## config.mk

```make
export PLATFORM = sky130hd
export DESIGN_NAME = shared_array_dual_stack
export DESIGN_NICKNAME = d
export VERILOG_FILES = /design/src/hw/rtl/sads_pkg.sv /design/src/hw/rtl/sads_ctrl.sv /design/src/hw/rtl/sads_dp.sv /design/src/hw/rtl/shared_array_dual_stack.sv
export SDC_FILE = /design/constraint.sdc
export NUM_CORES = 1
export LEC_CHECK = 0
export BUFFER_PORTS_ARGS = -buffer_cell sky130_fd_sc_hd__buf_2
export CAP_MARGIN = 30
export CORE_ASPECT_RATIO = 1.5
export CORE_MARGIN = 3
export CORE_UTILIZATION = 35
export CTS_BUF_LIST = sky130_fd_sc_hd__clkbuf_16
export CTS_CLUSTER_SIZE = 10
export DETAILED_ROUTE_END_ITERATION = 8
export GPL_TIMING_DRIVEN = 0
export PLACE_DENSITY = 0.52
export SYNTH_ARGS = -nofsm -noshare
export SYNTH_HDL_FRONTEND = slang
export SYNTH_HIERARCHICAL = 1
export SYNTH_SLANG_ARGS = --single-unit
```

## constraint.sdc

```tcl
create_clock -name clk -period 3.4 [get_ports clk]
set_clock_uncertainty 0.15 [all_clocks]
set_input_delay 0.17 -clock clk [delete_from_list [all_inputs] [get_ports clk]]
set_output_delay 0.17 -clock clk [all_outputs]
set_load 0.005 [all_outputs]
```

## src/hw/rtl/sads_pkg.sv

```systemverilog
// Shared constants, codes and controller command type for the dual stack block.
package sads_pkg;

    localparam int DEF_CAPACITY = 64;

    localparam int CMD_W   = 3;
    localparam int DATA_W  = 8;
    localparam int STAT_W  = 2;
    localparam int LEVEL_W = 7;

    localparam logic [CMD_W-1:0] CMD_PUSH       = 3'd0;
    localparam logic [CMD_W-1:0] CMD_POP        = 3'd1;
    localparam logic [CMD_W-1:0] CMD_READ       = 3'd2;
    localparam logic [CMD_W-1:0] CMD_CLEAR_ONE  = 3'd3;
    localparam logic [CMD_W-1:0] CMD_CLEAR_BOTH = 3'd4;

    localparam logic [STAT_W-1:0] ST_OK    = 2'd0;
    localparam logic [STAT_W-1:0] ST_FULL  = 2'd1;
    localparam logic [STAT_W-1:0] ST_EMPTY = 2'd2;

    typedef struct packed {
        logic load;
        logic exec;
    } sads_ctl_t;

endpackage

```

## src/hw/rtl/sads_ctrl.sv

```systemverilog
// Controller state machine: sequences accept, execute and result strobe.
module sads_ctrl
    import sads_pkg::*;
(
    input  logic      clk,
    input  logic      rst_n,
    input  logic      start,
    output logic      busy,
    output logic      done,
    output sads_ctl_t ctl
);

    localparam logic [1:0] S_IDLE = 2'd0;
    localparam logic [1:0] S_EXEC = 2'd1;
    localparam logic [1:0] S_DONE = 2'd2;

    logic [1:0] state_reg;
    logic [1:0] state_next;

    always_comb
    begin
        state_next = state_reg;
        case (state_reg)
            S_IDLE:
            begin
                if (start)
                begin
                    state_next = S_EXEC;
                end
            end
            S_EXEC:
            begin
                state_next = S_DONE;
            end
            S_DONE:
            begin
                state_next = start ? S_EXEC : S_IDLE;
            end
            default:
            begin
                state_next = S_IDLE;
            end
        endcase
    end

    always_ff @(posedge clk or negedge rst_n)
    begin
        if (!rst_n)
        begin
            state_reg <= S_IDLE;
        end
        else
        begin
            state_reg <= state_next;
        end
    end

    assign busy     = (state_reg == S_EXEC);
    assign done     = (state_reg == S_DONE);
    assign ctl.load = start && (state_reg != S_EXEC);
    assign ctl.exec = (state_reg == S_EXEC);

endmodule

```

## src/hw/rtl/sads_dp.sv

```systemverilog
// Datapath: item registers, stack counters, shared store and result registers.
module sads_dp
    import sads_pkg::*;
#(
    parameter int CAPACITY = DEF_CAPACITY
)
(
    input  logic               clk,
    input  logic               rst_n,
    input  sads_ctl_t          ctl,
    input  logic [CMD_W-1:0]   cmd,
    input  logic               stack_sel,
    input  logic [DATA_W-1:0]  push_value,
    output logic [STAT_W-1:0]  status,
    output logic [DATA_W-1:0]  top_value,
    output logic [LEVEL_W-1:0] left_level,
    output logic [LEVEL_W-1:0] right_level
);

    localparam int CW = $clog2(CAPACITY + 1);
    localparam int AW = (CAPACITY > 1) ? $clog2(CAPACITY) : 1;
    localparam logic [CW-1:0] CAP_C  = CW'(CAPACITY);
    localparam logic [CW-1:0] CAP_M1 = CW'(CAPACITY - 1);
    localparam logic [CW:0]   CAP_S  = (CW + 1)'(CAPACITY);

    logic [DATA_W-1:0] mem [CAPACITY];

    logic [CMD_W-1:0]  cmd_reg;
    logic              sel_reg;
    logic [DATA_W-1:0] val_reg;
    logic [DATA_W-1:0] rd_reg;
    logic [CW-1:0]     lc_reg;
    logic [CW-1:0]     lc_next;
    logic [CW-1:0]     rc_reg;
    logic [CW-1:0]     rc_next;
    logic [STAT_W-1:0] status_reg;
    logic [STAT_W-1:0] status_next;
    logic              rd_ok_reg;
    logic              rd_ok_next;

    logic [CW:0]       sum;
    logic              full;
    logic              empty;
    logic              we;
    logic              re;
    logic [AW-1:0]     wr_addr;
    logic [AW-1:0]     rd_addr;

    always_ff @(posedge clk)
    begin
        if (ctl.load)
        begin
            cmd_reg <= cmd;
            sel_reg <= stack_sel;
            val_reg <= push_value;
        end
    end

    assign sum   = {1'b0, lc_reg} + {1'b0, rc_reg};
    assign full  = (sum >= CAP_S);
    assign empty = sel_reg ? (rc_reg == '0) : (lc_reg == '0);

    assign wr_addr = sel_reg ? AW'(CAP_M1 - rc_reg) : AW'(lc_reg);
    assign rd_addr = sel_reg ? AW'(CAP_C - rc_reg) : AW'(lc_reg - CW'(1));

    always_comb
    begin
        lc_next     = lc_reg;
        rc_next     = rc_reg;
        status_next = ST_OK;
        rd_ok_next  = 1'b0;
        we          = 1'b0;
        re          = 1'b0;
        case (cmd_reg)
            CMD_PUSH:
            begin
                if (full)
                begin
                    status_next = ST_FULL;
                end
                else
                begin
                    we = 1'b1;
                    if (sel_reg)
                    begin
                        rc_next = rc_reg + CW'(1);
                    end
                    else
                    begin
                        lc_next = lc_reg + CW'(1);
                    end
                end
            end
            CMD_POP:
            begin
                if (empty)
                begin
                    status_next = ST_EMPTY;
                end
                else if (sel_reg)
                begin
                    rc_next = rc_reg - CW'(1);
                end
                else
                begin
                    lc_next = lc_reg - CW'(1);
                end
            end
            CMD_READ:
            begin
                if (empty)
                begin
                    status_next = ST_EMPTY;
                end
                else
                begin
                    re         = 1'b1;
                    rd_ok_next = 1'b1;
                end
            end
            CMD_CLEAR_ONE:
            begin
                if (sel_reg)
                begin
                    rc_next = '0;
                end
                else
                begin
                    lc_next = '0;
                end
            end
            CMD_CLEAR_BOTH:
            begin
                lc_next = '0;
                rc_next = '0;
            end
            default:
            begin
                status_next = ST_OK;
            end
        endcase
    end

    always_ff @(posedge clk)
    begin
        if (ctl.exec && we)
        begin
            mem[wr_addr] <= val_reg;
        end
        if (ctl.exec && re)
        begin
            rd_reg <= mem[rd_addr];
        end
    end

    always_ff @(posedge clk or negedge rst_n)
    begin
        if (!rst_n)
        begin
            lc_reg     <= '0;
            rc_reg     <= '0;
            status_reg <= ST_OK;
            rd_ok_reg  <= 1'b0;
        end
        else if (ctl.exec)
        begin
            lc_reg     <= lc_next;
            rc_reg     <= rc_next;
            status_reg <= status_next;
            rd_ok_reg  <= rd_ok_next;
        end
    end

    assign status      = status_reg;
    assign top_value   = rd_ok_reg ? rd_reg : '0;
    assign left_level  = LEVEL_W'(lc_reg);
    assign right_level = LEVEL_W'(rc_reg);

endmodule

```

## src/hw/rtl/shared_array_dual_stack.sv

```systemverilog
// Top level of the dual stack block: two byte stacks sharing one store.
//
// Two byte stacks share a store of CAPACITY entries; the left one grows up from entry zero and
// the right one down from the last entry. An item is taken when start is high and busy is low;
// its result appears two cycles later on status, top_value, left_level and right_level for one
// cycle with done high, and must be captured then, as it cannot be held off. busy is high only
// in the execute cycle, so a new item may be started in the cycle its predecessor's result
// shows, giving one item every two cycles: one cycle for the store access, one for the
// registered read data. The levels are the low seven bits of each stack's count.
module shared_array_dual_stack
    import sads_pkg::*;
#(
    parameter int CAPACITY = DEF_CAPACITY
)
(
    input  logic               clk,
    input  logic               rst_n,
    input  logic               start,
    output logic               busy,
    input  logic [CMD_W-1:0]   cmd,
    input  logic               stack_sel,
    input  logic [DATA_W-1:0]  push_value,
    output logic               done,
    output logic [STAT_W-1:0]  status,
    output logic [DATA_W-1:0]  top_value,
    output logic [LEVEL_W-1:0] left_level,
    output logic [LEVEL_W-1:0] right_level
);

    sads_ctl_t ctl;

    sads_ctrl u_ctrl
    (
        .clk   (clk),
        .rst_n (rst_n),
        .start (start),
        .busy  (busy),
        .done  (done),
        .ctl   (ctl)
    );

    sads_dp #(
        .CAPACITY (CAPACITY)
    ) u_dp
    (
        .clk         (clk),
        .rst_n       (rst_n),
        .ctl         (ctl),
        .cmd         (cmd),
        .stack_sel   (stack_sel),
        .push_value  (push_value),
        .status      (status),
        .top_value   (top_value),
        .left_level  (left_level),
        .right_level (right_level)
    );

endmodule

```

==> metrics.txt <==
Critical Path RT 3.60 ns; peak supply drop 0.000504 V; syn_nets 1513; Post-Route WL 71900 um; Async S/R FF share, synth 3.45%; period utilization 99.1%; synthesized flop and latch total 551; status finished, final reports clean; final hold viol count 0; GPL Wtd Cong 0.881; final setup fails 0; Buf/Inv on CP 4; final setup TNS 0 ns; GRT Util Overall 20.6%; global-route wire length before repair 103000 um; Clock transition at path regs 0.06 ns; met3 WL 4320 um; Tot Pwr 25.4 mW; critical path class flop to flop; post-route ant nets 0; H-tree depth 2; fmax 0.297 GHz; core area 64500 um2; crit-path leading delay family compound AO/OA/AOI/OAI gates; synthesized instance count 1481; total grt overflow 0; Root Driver clkbuf_16; Worst setup startpoint u_dp/left_level[1]; uppermost routed layer met4; WL/cell 27.9 um; nature of the critical path endpoint flop; initial antenna violation count 0; Area Growth Syn to Fin 24.3%; Seq/Total Area, Yosys 72.1%; Starting DRT DRC Count 1281; I/O Buffers 40; Initial Util 35.4%; Post-synth EDFFs 532; Worst Hold Class primary input to flop; WP data arrival 3.57 ns; Rows 114; instance count on the critical path 13; Vias 14600; Largest register FFs 512; R2R setup slack 0.03 ns; Worst R2R End u_dp/rd_reg[6]; Setup crit end u_dp/rd_reg[6]; Die Y 319 um; FF-to-FF Start u_dp/left_level[1]; Most used DFF post-synth edfxtp_1; Slew headroom 30.5%; Detailed Place HPWL 49500 um; Clock Latency Late Sink 0.63 ns; CTS tree built; Ys Warns 6; die area 68400 um2; DR DRC count 0; crit path max fanout 10; CP max-delay cell dfrtp_2; fill cell count 5750; min cycle time layout 3.37 ns; Synth cell types 66; wire length on met1 25400 um; Nets 1715; io pins 41; Vias/cell 5.67; Die X 215 um; Final Cell Area 28400 um2; clock buffer count from CTS 61; largest net degree at the start of global routing 33; met2 wire len 37500 um; crit-path cells inv_2 > ha_2 > or2_4 > clkbuf_8 > and2_1 > buf_6 > clkbuf_8 > a21oi_1 > o21ai_1 > a31oi_1 > a32oi_1 > nand4_1 > o41ai_4; PwrDens 895 nW/um2; largest stage delay on the critical path 0.43 ns; clock sinks 551; clk buf depth 3; number of global-route vias before repair 14700; DP Area 24700 um2; ratio of cells with drive above 1 in the final layout 28.7%; Top cell by count, worst path clkbuf_8; synthesized area 22800 um2; Post-Syn Area per Cell 15.4 um2; max-cap violation count 0; Tightest Pin Transition 1.04 ns; drt pass-1 iters 5; Critical Path Start Type flop; fin. max-slew vios 0; Worst R2R Path Depth 13; Leakage Power 9.37 nW
area by class of cell:
type	instances	area (um2)	area share, %
clock buffer	61	1530	5.38
sequential	551	16500	58.0
multi-input combinational	821	6720	23.7
timing repair buffer	139	1600	5.66
inverter	16	63.8	0.225
buffer	93	729	2.57
tap	870	1090	3.84
antenna	1	2.50	0.00882
clock inverter	29	169	0.596
report_power, final:
group | leakage, nW | total [mW] | switching [mW] | internal, mW
sequential | 5.03 | 7.81 | 0.175 | 7.63
clock | 0.914 | 5.77 | 2.58 | 3.20
combinational | 3.42 | 11.8 | 7.71 | 4.11
total | 9.37 | 25.4 | 10.5 | 14.9
worst min path at each step:
| stage | depth (start not counted) | slack (ns) | to | start |
|---|---|---|---|---|
| 2_1_floorplan | 0 | -0.28 | u_ctrl/state_reg[0] | rst_n |
| 3_3_place_gp | 1 | -0.0004 | u_ctrl/state_reg[1] | rst_n |
| 3_5_place_dp | 1 | 0.01 | u_ctrl/state_reg[1] | rst_n |
| 4_1_cts | 2 | 0.06 | u_dp/val_reg[4] | push_value[4] |
| 5_1_grt | 2 | 0.09 | u_dp/cmd_reg[1] | cmd[1] |
| 6_report | 2 | 0.1 | u_dp/val_reg[4] | push_value[4] |
repair_timing:
action,CTS,global route
hold buffers,15,0
setup buffers,12,41
pin swaps,9,40
resized for setup,250,87
endpoints found under the setup margin,520,510
hold endpoints to repair,44,0
per-layer routing:
metal,global-route usage [%],vias up
li1,-,6268
met1,22.9,7478
met2,37.0,674
met3,3.11,206
met4,12.8,0
met5,0,-
stage by stage:
step / instances / setup slack, ns / hold slack (ns) / utilization (%)
finish: 2581 / 0.0301 / 0.0957 / 44.0
global route: 2580 / -0.0312 / 0.0937 / 44.0
CTS: 2538 / -0.0244 / 0.0606 / 42.7
detailed placement: 2421 / -1.12 / 0.0119 / 38.3
global placement: 2391 / -1.14 / -0.000441 / 37.4
floorplan: 1481 / 0.413 / -0.276 / -
logic make-up (layout without fill, tap and decap cells):
family                     after synthesis  count (layout)  synth area share (%)
muxes                                   79              79                  6.98
other                                    0               1                     0
adders and majority gates               17              17                 0.998
buffers and inverters                  109             338                  2.37
AOI/OAI and AO/OA                      365             365                  9.98
xor gates and xnor gates                14              14                 0.537
DFF                                    551             551                  72.1
and+or+nand+nor                        346             346                  7.04
placed cells by master (no fill, tap or decap), types with 15 or more instances in the layout:
cell type and count:
nor4_1 21, a211oi_1 43, nand3_1 16, o21ai_0 38, buf_6 30, nor2_4 63
and3_1 33, clkbuf_16 61, mux4_2 64, buf_16 17, nor2_1 89, inv_1 37
o22ai_1 32, edfxtp_1 532, buf_12 19, a21oi_1 138, buf_2 51, nand2_1 51
buf_4 62, dlygate4sd3_1 15
cells in the mapped netlist (13+ instances only):
library cell  number  share of area (%)
buf_4             16               0.53
mux4_2            64                6.3
dfrtp_1           19                2.1
nand3_1           18               0.39
ha_1              15               0.82
nand2_1           67                1.1
buf_2             40               0.88
and3_1            33               0.90
clkbuf_1          29               0.48
nor4_1            23               0.63
nor2_1           155                2.5
inv_1             16               0.26
mux2i_1           13               0.57
a21oi_1          148                3.2
o21ai_0           43               0.94
o22ai_1           32               0.88
nor3_1            13               0.29
a211oi_1          49                1.6
edfxtp_1         532                 70
No activity file was read; power rests on OpenSTA's default activity.
